`src/sv/lru_page_replacement_macros.svh`:
```
// ----------------------------------------------------------------------------
// lru_page_replacement_macros
// assertion macros shared by the page replacement block
// ----------------------------------------------------------------------------
`ifndef LRU_PAGE_REPLACEMENT_MACROS_SVH
`define LRU_PAGE_REPLACEMENT_MACROS_SVH

// same-cycle implication
`define LRUPR_ASSERT_IMPLY(label, clk, rst, ante, cons, msg) \
   label: assert property (@(posedge clk) disable iff (rst) (ante) |-> (cons)) \
      else $error(msg);

// next-cycle implication
`define LRUPR_ASSERT_NEXT(label, clk, rst, ante, cons, msg) \
   label: assert property (@(posedge clk) disable iff (rst) (ante) |=> (cons)) \
      else $error(msg);

`endif

```
`src/sv/lrupr_pkg.sv`:
```
// ----------------------------------------------------------------------------
// lrupr_pkg
// sizes, types and helpers of the lru page replacement block
// ----------------------------------------------------------------------------
package lrupr_pkg;

   localparam int MAX_FRAMES  = 16;
   localparam int PAGE_BITS   = 16;
   localparam int IDX_W       = (MAX_FRAMES > 1) ? $clog2(MAX_FRAMES) : 1;
   localparam int RANK_W      = IDX_W;
   localparam int NCNT_W      = $clog2(MAX_FRAMES + 1);
   localparam int CSR_W       = 5;
   localparam int PAGE_IN_W   = 16;
   localparam int FRAME_OUT_W = 4;
   localparam int TOTAL_W     = 32;
   localparam int QUEUE_DEPTH = 2;
   localparam int QPTR_W      = (QUEUE_DEPTH > 1) ? $clog2(QUEUE_DEPTH) : 1;
   localparam int QCNT_W      = $clog2(QUEUE_DEPTH + 1);

   localparam logic [CSR_W-1:0]   CSR_RESET = CSR_W'(16);
   localparam logic [RANK_W-1:0]  RANK_MAX  = RANK_W'(MAX_FRAMES - 1);
   localparam logic [TOTAL_W-1:0] TOTAL_MAX = '1;

   typedef enum logic [0:0] {
      BK_LOOK,
      BK_UPDATE
   } bk_state_type;

   // head of the reference queue
   typedef struct packed {
      logic                 vld;
      logic [PAGE_BITS-1:0] page;
   } fq_head_type;

   function automatic logic [PAGE_BITS-1:0] page_in(input logic [PAGE_IN_W-1:0] x);
      logic [63:0] w;
      w = 64'(x);
      return w[PAGE_BITS-1:0];
   endfunction

   function automatic logic [PAGE_IN_W-1:0] page_out(input logic [PAGE_BITS-1:0] x);
      logic [63:0] w;
      w = 64'(x);
      return w[PAGE_IN_W-1:0];
   endfunction

   function automatic logic [FRAME_OUT_W-1:0] frame_out(input logic [IDX_W-1:0] x);
      logic [63:0] w;
      w = 64'(x);
      return w[FRAME_OUT_W-1:0];
   endfunction

   // zero acts as one, anything above the frame count as the frame count
   function automatic logic [NCNT_W-1:0] active_count(input logic [CSR_W-1:0] x);
      int v;
      v = int'(x);
      if (v < 1) v = 1;
      if (v > MAX_FRAMES) v = MAX_FRAMES;
      return NCNT_W'(v);
   endfunction

   function automatic logic [TOTAL_W-1:0] sat_inc(input logic [TOTAL_W-1:0] c);
      return (c == TOTAL_MAX) ? c : c + TOTAL_W'(1);
   endfunction

endpackage

```
`src/sv/lru_page_replacement.sv`:
```
// ----------------------------------------------------------------------------
// lru_page_replacement
// fully associative lru page replacement with hit and fault totals
// ----------------------------------------------------------------------------
//   channel   handshake             payload
//   request   start / busy          req_page_number
//   response  rsp_valid (strobe)    rsp_hit .. rsp_fault_total
//   config    csr_wr_en             csr_wr_data (frames in use)
//
// in the back end each reference passes the look state, for the parallel tag
// compare and victim search, then the update state, for the recency update and tag write.
// a two-entry queue in front accepts references while the back end works;
// busy is high while that queue is full.
// reset clears the queue, every valid bit, every rank and both totals.
// the response strobe lasts one cycle; the receiver cannot stall it.
// ----------------------------------------------------------------------------
`include "lru_page_replacement_macros.svh"

module lru_page_replacement (
   input  logic                                clock,
   input  logic                                reset,
   input  logic                                start,
   output logic                                busy,
   input  logic [lrupr_pkg::PAGE_IN_W-1:0]     req_page_number,
   input  logic                                csr_wr_en,
   input  logic [lrupr_pkg::CSR_W-1:0]         csr_wr_data,
   output logic                                rsp_valid,
   output logic                                rsp_hit,
   output logic [lrupr_pkg::FRAME_OUT_W-1:0]   rsp_frame_used,
   output logic                                rsp_evicted_valid,
   output logic [lrupr_pkg::PAGE_IN_W-1:0]     rsp_evicted_page,
   output logic [lrupr_pkg::TOTAL_W-1:0]       rsp_hit_total,
   output logic [lrupr_pkg::TOTAL_W-1:0]       rsp_fault_total
);

   lrupr_pkg::fq_head_type head;
   logic                   pop;

   lrupr_front u_front (
      .clock           (clock),
      .reset           (reset),
      .start           (start),
      .busy            (busy),
      .req_page_number (req_page_number),
      .head            (head),
      .pop             (pop)
   );

   lrupr_back u_back (
      .clock             (clock),
      .reset             (reset),
      .csr_wr_en         (csr_wr_en),
      .csr_wr_data       (csr_wr_data),
      .head              (head),
      .pop               (pop),
      .rsp_valid         (rsp_valid),
      .rsp_hit           (rsp_hit),
      .rsp_frame_used    (rsp_frame_used),
      .rsp_evicted_valid (rsp_evicted_valid),
      .rsp_evicted_page  (rsp_evicted_page),
      .rsp_hit_total     (rsp_hit_total),
      .rsp_fault_total   (rsp_fault_total)
   );

   // back end never finishes two transactions in a row
   `LRUPR_ASSERT_NEXT(a_rsp_spaced, clock, reset,
      rsp_valid, !rsp_valid, "back-to-back responses")
   `LRUPR_ASSERT_IMPLY(a_hit_no_evict, clock, reset,
      rsp_valid && rsp_hit, !rsp_evicted_valid, "eviction on hit")
   `LRUPR_ASSERT_IMPLY(a_evict_page_zero, clock, reset,
      rsp_valid && !rsp_evicted_valid, rsp_evicted_page == '0, "evicted page not zero")
   `LRUPR_ASSERT_IMPLY(a_fault_counted, clock, reset,
      rsp_valid && !rsp_hit, rsp_fault_total != '0, "fault not counted")

endmodule

```
`src/sv/lrupr_front.sv`:
```
// ----------------------------------------------------------------------------
// lrupr_front
// takes page references and holds them in a short queue for the back end
// ----------------------------------------------------------------------------
module lrupr_front (
   input  logic                              clock,
   input  logic                              reset,
   input  logic                              start,
   output logic                              busy,
   input  logic [lrupr_pkg::PAGE_IN_W-1:0]   req_page_number,
   output lrupr_pkg::fq_head_type            head,
   input  logic                              pop
);

   logic [lrupr_pkg::PAGE_BITS-1:0] q_ff [lrupr_pkg::QUEUE_DEPTH];
   logic [lrupr_pkg::QPTR_W-1:0]    wr_ptr_ff, wr_ptr_in;
   logic [lrupr_pkg::QPTR_W-1:0]    rd_ptr_ff, rd_ptr_in;
   logic [lrupr_pkg::QCNT_W-1:0]    cnt_ff, cnt_in;
   logic                            push;
   logic                            do_pop;

   assign busy   = (cnt_ff == lrupr_pkg::QCNT_W'(lrupr_pkg::QUEUE_DEPTH));
   assign push   = start && !busy;
   assign do_pop = pop && (cnt_ff != '0);

   assign head.vld  = (cnt_ff != '0);
   assign head.page = q_ff[rd_ptr_ff];

   always_comb begin
      wr_ptr_in = wr_ptr_ff;
      rd_ptr_in = rd_ptr_ff;
      cnt_in    = cnt_ff;
      if (push) begin
         wr_ptr_in = (wr_ptr_ff == lrupr_pkg::QPTR_W'(lrupr_pkg::QUEUE_DEPTH - 1)) ?
                     '0 : wr_ptr_ff + lrupr_pkg::QPTR_W'(1);
      end
      if (do_pop) begin
         rd_ptr_in = (rd_ptr_ff == lrupr_pkg::QPTR_W'(lrupr_pkg::QUEUE_DEPTH - 1)) ?
                     '0 : rd_ptr_ff + lrupr_pkg::QPTR_W'(1);
      end
      if (push && !do_pop) begin
         cnt_in = cnt_ff + lrupr_pkg::QCNT_W'(1);
      end else if (do_pop && !push) begin
         cnt_in = cnt_ff - lrupr_pkg::QCNT_W'(1);
      end
   end

   always_ff @(posedge clock) begin
      if (reset) begin
         wr_ptr_ff <= '0;
         rd_ptr_ff <= '0;
         cnt_ff    <= '0;
      end else begin
         wr_ptr_ff <= wr_ptr_in;
         rd_ptr_ff <= rd_ptr_in;
         cnt_ff    <= cnt_in;
      end
   end

   always_ff @(posedge clock) begin
      if (push) begin
         q_ff[wr_ptr_ff] <= lrupr_pkg::page_in(req_page_number);
      end
   end

endmodule

```
`src/sv/lrupr_back.sv`:
```
// ----------------------------------------------------------------------------
// lrupr_back
// tag lookup, victim choice and recency update, taking a new reference only after the last one's update
// ----------------------------------------------------------------------------
module lrupr_back (
   input  logic                                clock,
   input  logic                                reset,
   input  logic                                csr_wr_en,
   input  logic [lrupr_pkg::CSR_W-1:0]         csr_wr_data,
   input  lrupr_pkg::fq_head_type              head,
   output logic                                pop,
   output logic                                rsp_valid,
   output logic                                rsp_hit,
   output logic [lrupr_pkg::FRAME_OUT_W-1:0]   rsp_frame_used,
   output logic                                rsp_evicted_valid,
   output logic [lrupr_pkg::PAGE_IN_W-1:0]     rsp_evicted_page,
   output logic [lrupr_pkg::TOTAL_W-1:0]       rsp_hit_total,
   output logic [lrupr_pkg::TOTAL_W-1:0]       rsp_fault_total
);

   localparam int NF = lrupr_pkg::MAX_FRAMES;

   lrupr_pkg::bk_state_type state_ff, state_in;
   logic                    look;
   logic                    upd;

   logic [lrupr_pkg::CSR_W-1:0]     csr_ff;
   logic [lrupr_pkg::PAGE_BITS-1:0] page_ff  [NF];
   logic [NF-1:0]                   valid_ff;
   logic [lrupr_pkg::RANK_W-1:0]    rank_ff  [NF];
   logic [lrupr_pkg::TOTAL_W-1:0]   hit_cnt_ff, fault_cnt_ff;

   // lookup results held for the update cycle
   logic                            lk_hit_ff;
   logic                            lk_evict_ff;
   logic                            lk_all_ff;
   logic [lrupr_pkg::IDX_W-1:0]     lk_idx_ff;
   logic [lrupr_pkg::RANK_W-1:0]    lk_limit_ff;
   logic [lrupr_pkg::PAGE_BITS-1:0] lk_page_ff;
   logic [lrupr_pkg::PAGE_BITS-1:0] lk_ev_page_ff;

   logic                            rsp_valid_ff;
   logic                            rsp_hit_ff;
   logic [lrupr_pkg::FRAME_OUT_W-1:0] rsp_frame_ff;
   logic                            rsp_ev_valid_ff;
   logic [lrupr_pkg::PAGE_IN_W-1:0] rsp_ev_page_ff;
   logic [lrupr_pkg::TOTAL_W-1:0]   rsp_hit_total_ff, rsp_fault_total_ff;

   logic [lrupr_pkg::NCNT_W-1:0]    n_act;
   logic [NF-1:0]                   active;
   logic [NF-1:0]                   match;
   logic [NF-1:0]                   empty;
   logic [NF-1:0]                   win;
   logic                            any_hit, any_empty;
   logic [lrupr_pkg::IDX_W-1:0]     hidx, eidx, vidx;

   always_comb begin
      state_in = state_ff;
      look     = 1'b0;
      upd      = 1'b0;
      unique case (state_ff)
         lrupr_pkg::BK_LOOK: begin
            if (head.vld) begin
               look     = 1'b1;
               state_in = lrupr_pkg::BK_UPDATE;
            end
         end
         lrupr_pkg::BK_UPDATE: begin
            upd      = 1'b1;
            state_in = lrupr_pkg::BK_LOOK;
         end
         default: state_in = lrupr_pkg::BK_LOOK;
      endcase
   end

   assign pop = look;

   // parallel tag compare and candidate search
   always_comb begin
      n_act = lrupr_pkg::active_count(csr_ff);
      for (int i = 0; i < NF; i++) begin
         active[i] = (i < int'(n_act));
         match[i]  = active[i] && valid_ff[i] && (page_ff[i] == head.page);
         empty[i]  = active[i] && !valid_ff[i];
      end
      any_hit   = |match;
      any_empty = |empty;
      hidx = '0;
      eidx = '0;
      for (int i = NF - 1; i >= 0; i--) begin
         if (match[i]) hidx = lrupr_pkg::IDX_W'(i);
         if (empty[i]) eidx = lrupr_pkg::IDX_W'(i);
      end
      // oldest frame wins, ties go to the lower frame
      for (int i = 0; i < NF; i++) begin
         win[i] = active[i];
         for (int j = 0; j < NF; j++) begin
            if (active[j] && (j < i) && !(rank_ff[i] > rank_ff[j])) win[i] = 1'b0;
            if (active[j] && (j > i) && (rank_ff[i] < rank_ff[j])) win[i] = 1'b0;
         end
      end
      vidx = '0;
      for (int i = NF - 1; i >= 0; i--) begin
         if (win[i]) vidx = lrupr_pkg::IDX_W'(i);
      end
   end

   always_ff @(posedge clock) begin
      if (reset) begin
         state_ff <= lrupr_pkg::BK_LOOK;
      end else begin
         state_ff <= state_in;
      end
   end

   always_ff @(posedge clock) begin
      if (reset) begin
         csr_ff <= lrupr_pkg::CSR_RESET;
      end else if (csr_wr_en) begin
         csr_ff <= csr_wr_data;
      end
   end

   always_ff @(posedge clock) begin
      if (look) begin
         lk_hit_ff   <= any_hit;
         lk_evict_ff <= !any_hit && !any_empty;
         lk_all_ff   <= !any_hit;
         lk_idx_ff   <= any_hit ? hidx : (any_empty ? eidx : vidx);
         lk_limit_ff <= rank_ff[hidx];
         lk_page_ff  <= head.page;
         lk_ev_page_ff <= (!any_hit && !any_empty) ? page_ff[vidx] : '0;
      end
   end

   // aging, rank clear and valid bit write for the used frame
   always_ff @(posedge clock) begin
      if (reset) begin
         valid_ff <= '0;
         for (int i = 0; i < NF; i++) begin
            rank_ff[i] <= '0;
         end
      end else if (upd) begin
         for (int i = 0; i < NF; i++) begin
            if (active[i] && valid_ff[i] && (lrupr_pkg::IDX_W'(i) != lk_idx_ff) &&
                (lk_all_ff || (rank_ff[i] < lk_limit_ff)) &&
                (rank_ff[i] != lrupr_pkg::RANK_MAX)) begin
               rank_ff[i] <= rank_ff[i] + lrupr_pkg::RANK_W'(1);
            end
         end
         rank_ff[lk_idx_ff]  <= '0;
         valid_ff[lk_idx_ff] <= 1'b1;
      end
   end

   always_ff @(posedge clock) begin
      if (upd && !lk_hit_ff) begin
         page_ff[lk_idx_ff] <= lk_page_ff;
      end
   end

   always_ff @(posedge clock) begin
      if (reset) begin
         hit_cnt_ff   <= '0;
         fault_cnt_ff <= '0;
         rsp_valid_ff <= 1'b0;
      end else begin
         rsp_valid_ff <= upd;
         if (upd && lk_hit_ff) begin
            hit_cnt_ff <= lrupr_pkg::sat_inc(hit_cnt_ff);
         end
         if (upd && !lk_hit_ff) begin
            fault_cnt_ff <= lrupr_pkg::sat_inc(fault_cnt_ff);
         end
      end
   end

   always_ff @(posedge clock) begin
      if (upd) begin
         rsp_hit_ff         <= lk_hit_ff;
         rsp_frame_ff       <= lrupr_pkg::frame_out(lk_idx_ff);
         rsp_ev_valid_ff    <= lk_evict_ff;
         rsp_ev_page_ff     <= lrupr_pkg::page_out(lk_ev_page_ff);
         rsp_hit_total_ff   <= lk_hit_ff ? lrupr_pkg::sat_inc(hit_cnt_ff) : hit_cnt_ff;
         rsp_fault_total_ff <= lk_hit_ff ? fault_cnt_ff : lrupr_pkg::sat_inc(fault_cnt_ff);
      end
   end

   assign rsp_valid         = rsp_valid_ff;
   assign rsp_hit           = rsp_hit_ff;
   assign rsp_frame_used    = rsp_frame_ff;
   assign rsp_evicted_valid = rsp_ev_valid_ff;
   assign rsp_evicted_page  = rsp_ev_page_ff;
   assign rsp_hit_total     = rsp_hit_total_ff;
   assign rsp_fault_total   = rsp_fault_total_ff;

endmodule
```
`config.mk`:
```
export PLATFORM = sky130hd
export DESIGN_NAME = lru_page_replacement
export DESIGN_NICKNAME = d
export VERILOG_FILES = /design/src/sv/lrupr_pkg.sv /design/src/sv/lru_page_replacement.sv /design/src/sv/lrupr_front.sv /design/src/sv/lrupr_back.sv
export VERILOG_INCLUDE_DIRS = /design/src /design/src/sv
export SDC_FILE = /design/constraint.sdc
export NUM_CORES = 2
export LEC_CHECK = 0
export BUFFER_PORTS_ARGS = -buffer_cell sky130_fd_sc_hd__buf_2
export CORE_AREA = 4 4 401 403
export CTS_BUF_LIST = sky130_fd_sc_hd__clkbuf_4
export CTS_CLUSTER_DIAMETER = 50
export DETAILED_ROUTE_END_ITERATION = 10
export DIE_AREA = 0 0 405 407
export GPL_TIMING_DRIVEN = 1
export PLACE_DENSITY = 0.42
export SYNTH_ARGS = -nofsm -noshare
export SYNTH_HDL_FRONTEND = slang
export SYNTH_SLANG_ARGS = --single-unit
```
`constraint.sdc`:
```
create_clock -name clock -period 12.7 [get_ports clock]
set_input_delay 1.27 -clock clock [delete_from_list [all_inputs] [get_ports clock]]
set_output_delay 1.27 -clock clock [all_outputs]
set_load 0.02 [all_outputs]
```
Word-level counts from Yosys, hierarchy flattened
Memory sizes are Yosys's and may differ from the RTL's. A register that Yosys moved wholly into a read port is not among the register bits.
Cells that the tools add are included.
W data, S select, Z words.
{ "word_totals": {"reg_bits": 200, "mem_bits_rw": 352, "inputBits": 25, "n_memories": 3} }
{ "op_classes": {"add_sub_neg": 22, "n_lt_le_gt_ge": 276, "n_eq_ne": 50, "mux": 397, "bitwise_logic": 18, "n_reduce_logical": 508} }
{ "mem_list": {"columns": ["name", "depth", "width", "read_ports", "rd_ports_with_merged_regs", "write_ports", "line", "text"], "rows": [
  ["u_back.page_ff", 16, 16, 17, 1, 1, "lrupr_back.sv:28", "logic [lrupr_pkg::PAGE_BITS-1:0] page_ff [NF];"],
  ["u_back.rank_ff", 16, 4, 17, 1, 17, "lrupr_back.sv:30", "logic [lrupr_pkg::RANK_W-1:0] rank_ff [NF];"],
  ["u_front.q_ff", 2, 16, 1, 1, 1, "lrupr_front.sv:15", "logic [lrupr_pkg::PAGE_BITS-1:0] q_ff [lrupr_pkg::QUEUE_DEPTH];"]
]} }
{ "ops": {"columns": ["operator", "n"], "rows": [
  ["$lt A4 B4 Y1", 136],
  ["$gt A4 B4 Y1", 120],
  ["$logic_and A1 B1 Y1", 344],
  ["$mux W1", 321],
  ["$mux W4", 66],
  ["$eq A16 B16 Y1", 16],
  ["$logic_not A1 Y1", 143],
  ["$mux W32", 4],
  ["$add A32 B1 Y32 const B", 2],
  ["$add A4 B1 Y4 const B", 16],
  ["$eq A32 B32 Y1 const B", 2],
  ["$ne A4 B4 Y1 const B", 16],
  ["$lt A4 B5 Y1 const A", 8],
  ["$ne A4 B4 Y1 const A", 8],
  ["$reduce_or A16 Y1", 2],
  ["$lt A3 B5 Y1 const A", 4],
  ["$logic_or A1 B1 Y1", 16],
  ["$ne A3 B4 Y1 const A", 4],
  ["$or A1 B1 Y1", 16],
  ["$or A16 B16 Y16", 1],
  ["$lt A1 B5 Y1 const A", 2],
  ["$lt A2 B5 Y1 const A", 2],
  ["$mux W5", 2],
  ["$ne A2 B4 Y1 const A", 2],
  ["15 further kinds", 18]
]} }

Longest topological paths before layout
{ "depth": {"word_depth": 39, "ltp_mapped": 18, "mapped_depth_nobuf": 14} }

Hierarchy
A second synthesis with hierarchy kept.
{ "hier_totals": {"cells_unflattened": 4069, "area_unflattened_um2": 40819.1} }
{ "modules_own_cells": {"columns": ["mod", "n_inst", "cells_each", "area_per_inst_um2"], "rows": [
  ["lrupr_back", 1, 3994, 39447.8],
  ["lrupr_front", 1, 75, 1371.3]
]} }

Worst setup path before layout
No wires, ideal clock.
{ "synth_path": {"kind": "reg-to-reg", "start": "register u_back.state_ff", "end": "memory u_back.page_ff[3][0] (netlist bit) (enable)", "setup_time_ns": 0.430, "arrival_ns": 4.707, "required_time_ns": 12.270, "setup_slack_ns": 7.563, "path_stages_with_launch": 7, "path_buffers": 4, "period_less_slack_ns": 5.137, "path_cell_list": "dfxtp_1 clkbuf_1 nand2b_1 clkbuf_1 clkbuf_1 buf_1 nor4_1"} }
{ "synth_via": {"elab_chain_len": 4} }
{ "synth_lines": {"columns": ["item", "line", "text"], "rows": [
  ["start, declared", "lrupr_back.sv:23", "lrupr_pkg::bk_state_type state_ff, state_in;"],
  ["start signal, assigned", "lrupr_back.sv:110", "state_ff <= lrupr_pkg::BK_LOOK;"],
  ["start signal, assigned", "lrupr_back.sv:112", "state_ff <= state_in;"],
  ["$mux W1", "lrupr_back.sv:61", "unique case (state_ff)"],
  ["$logic_and A1 B1 Y1", "lrupr_back.sv:157", "if (upd && !lk_hit_ff) begin"],
  ["$mux W1", "lrupr_back.sv:157", null],
  ["$mux W1 (not written as such)", "lrupr_back.sv:158", "page_ff[lk_idx_ff] <= lk_page_ff;"],
  ["end, declared", "lrupr_back.sv:28", null]
]} }
Every way passes these cells.

==> flow_summary.yaml <==
setup_path:
  crit_path_cell_trace: "mux2i_4 > xnor2_1 > nor4_1 > nand3_1 > nor4_1 > nor2_1 > a221oi_2 > buf_4 > or2_2 > o21ai_1 > a311oi_1 > a22o_1 > nor3_1"
  crit_path_max_fanout: 39
  critPathMaxStageDelay_ns: 1.03
  path_class: "reg2reg"
  cpMostUsedCell: "sky130_fd_sc_hd__nor4_1"
  worstPathArrival_ns: 7.39
  cp_data_required_time_ns: 13.55
  worst_path_max_delay_cell: "sky130_fd_sc_hd__dfxtp_2"
  worstSetupEndpointType: "register"
  cp-start-kind: "register"
synth:
  synth_top_area_cell: "sky130_fd_sc_hd__edfxtp_1"
  syn-num-nets: 4364
  async_reset_ff_share_pct: 0
  yosysUniqueCellTypes: 82
  synth_top_cells_by_area: "sky130_fd_sc_hd__edfxtp_1 (32%), sky130_fd_sc_hd__ha_1 (15%), sky130_fd_sc_hd__dfxtp_1 (8.0%)"
  number_of_synthesized_flops_with_an_enable_pin: 417
  yosysWarningCount: 0
  synth_area_per_cell_sq_um: 10.1
  postSynthCellCount: 3877
  post-synth-top-count-cell: "sky130_fd_sc_hd__ha_1"
  synth.top_cell.area_share_pct: 31.9
  synth.cells.most_frequent: "sky130_fd_sc_hd__ha_1 (462), sky130_fd_sc_hd__edfxtp_1 (417), sky130_fd_sc_hd__xnor2_1 (353), sky130_fd_sc_hd__nor2_1 (316), sky130_fd_sc_hd__nand2_1 (293)"
  netlist_area_sq_mm: 0.0392
  synthFlopType: "sky130_fd_sc_hd__edfxtp_1"
  synth_sequential_area_ratio_pct: 39.9
  ys_ff_latch: 573
place:
  globalplace.congestion: 0.991
  numPlacedInstances: 6041
  hpwl_um: 123000
  portBuffers: 112
sta:
  fin_hold_ws_ns: 0.303
  maxSlewHeadroom_pct: 20.0
  worst-slew-pin-transition_ns: 1.19
  period_needed_ns: 6.54
  setup_viol: 0
  timing_hold_violations_final: 0
  slew_viol_final: 0
  finalCritPeriodShare_pct: 51.5
  fin_worst_skew_ns: 0.151
  setup_tns_ns: 0
  rsz_0062_raised_after_global_routing: "no"
  timing_limited_maximum_frequency_ghz: 0.153
grt:
  grt_first_pass_wirelength_um: 241000
  global_route.usage.total_pct: 20.3
  first_global_vias: 32500
  largest_net_degree_at_the_start_of_global_routing: 58
  grt_overflow_total: 0
  antenna_found_initial: 14
clock_network:
  cts_tree: "built"
  cts-htree-levels: 4
  clock_sinks: 573
  clkTransAtPathRegs_ns: 0.06
  cts_resized: 0
  cts-buffers-inserted: 169
  worst_skew_pair.late_latency_ns: 1.20
  cts.path.max_buffers: 3
  cts-root-buf: "sky130_fd_sc_hd__clkbuf_4"
  cts_hold_repair.buffers: 0
  postCtsSetupRepairBufs: 0
die:
  die_area_sq_mm: 0.165
  floorplan.rows: 146
  start_util_pct: 24.9
  die_width_um: 405
  die_height_um: 407
  top_level_pins: 113
  core_area_sq_mm: 0.157
final_layout:
  area_growth_pct: 14.8
  drive_gt1_share_pct: 13.6
  layout.cells.non_filler: 6354
  final_nets: 4627
worst_hold_path:
  holdCritPathClass: "in2reg"
drt:
  routed-via-count: 33000
  avgViaCountPerCell: 5.19
  drtAntennaViolNets: 0
  routed_wirelength_um: 170000
  route.detailed.wl_per_inst_um: 26.7
  drt_pre_antenna_iters: 5
  drt_iter0_drc: 2823
  route.detailed.drc: 0
pwr:
  fin_total_pwr_mw: 5.88
  irDropWorstVdd_uv: 87.9
  power.density_cell_area_mw_per_mm2: 131
  power.static_leakage_nw: 15.8
status:
  run_status: "complete, no violations"
run:
  max_cap_violations: 0
## registers in the layout (all words and copies together), names as in the netlist, 2 cells and up, named ones only
register and count:
u_back.page_ff 256, u_back.rank_ff 64, u_back.fault_cnt_ff 32, u_back.hit_cnt_ff 32, u_back.rsp_fault_total 32, u_back.rsp_hit_total 32, u_front.q_ff 32, u_back.lk_ev_page_ff 16
u_back.lk_page_ff 16, u_back.rsp_evicted_page 16, u_back.valid_ff 16, u_back.csr_ff 5, u_back.lk_idx_ff 4, u_back.lk_limit_ff 4, u_back.rsp_frame_used 4, u_front.cnt_ff 2
## layout by cell type, fill, tap and decap left out, drive strengths merged, types with 9 or more instances in the layout
cell type	instances
ha	462
edfxtp	417
xnor2	353
nor2	316
nand2	293
clkbuf	243
buf	240
a21oi	179
mux2i	177
dfxtp	156
o21ai	147
nor3	118
inv	108
nor4	101
nand2b	91
nand4	89
nand3	77
o21a	76
xor2	63
a21o	56
clkinv	46
nor2b	40
a21boi	34
or3	30
a2111oi	27
o2111ai	25
a22oi	23
a211oi	22
or4	20
or2	20
a31oi	20
o211ai	18
and3	17
o22ai	17
a221oi	17
diode	13
and4	12
a211o	10
o2bb2ai	9
## report_power, final
part / total [mW] / leakage, nW / internal (mW) / switching, mW
Clock: 1.79 / 1.27 / 0.907 / 0.882
Sequential: 2.67 / 5.09 / 2.35 / 0.323
Combinational: 1.41 / 9.41 / 0.422 / 0.992
## area by class of cell
cell class / count / area [sq um]
clock buffers: 243 / 1820
diodes: 13 / 32.5
multi-input cells: 3055 / 22700
clock inverters: 57 / 312
well taps: 2072 / 2590
repair buffers: 240 / 1520
flip-flops and latches: 573 / 15700
inverters: 101 / 379
fillers: 16600 / 112000
## cells by family (layout without fill, tap and decap cells)
family	count (synthesis)	in the layout	share of synthesized area, %
multiplexers	181	181	4.92
AND/OR/NAND/NOR	1254	1254	15.8
XOR/XNOR	416	416	9.29
adder cells (fa/ha/maj)	462	462	14.7
other	0	13	0
buffers and inverters	249	641	2.66
flip-flops	573	573	39.9
AO/OA/AOI/OAI	742	742	12.7
## critical path: cells and delay by family, from the launching register on
family / cells / cell delay, ns
flip-flops: 1 / 1.03
AO/OA/AOI/OAI: 4 / 1.17
multiplexers: 1 / 1.00
buffers and inverters: 1 / 0.37
AND/OR/NAND/NOR: 6 / 2.43
XOR/XNOR: 1 / 0.22
## final timing paths
path / startpoint / end / slack, ns / depth (start not counted)
setup / recovery: register / u_back.lk_limit_ff[3]$_DFFE_PP_ / 6.16 / 13
hold / removal: csr_wr_data[2] / u_back.csr_ff[2]$_SDFFE_PP0P_ / 0.30 / 3
setup reg to reg: register / u_back.lk_limit_ff[3]$_DFFE_PP_ / 6.16 / 13
hold reg to reg: u_back.lk_ev_page_ff[4]$_SDFFCE_PN0P_ / u_back.rsp_evicted_page[4]$_DFFE_PP_ / 0.42 / 0
## stage by stage
stage	instance area [sq um]	setup slack, ns	util [%]
after floorplan	39200	7.56	-
final	45000	6.16	28.6
after detailed placement	42800	6.18	27.2
after global placement	42800	6.17	27.2
after CTS	45000	6.17	28.6
after global routing	45000	5.82	28.6
## metal layers
metal / vias up / wire length (um) / global-route usage, %
met5: - / 13 / 0
met4: 2 / 6490 / 7.67
met3: 310 / 10900 / 3.72
met2: 1234 / 75800 / 32.0
met1: 16300 / 76500 / 27.5
li1: 15100 / - / -
(Power assumes the default switching activity.)
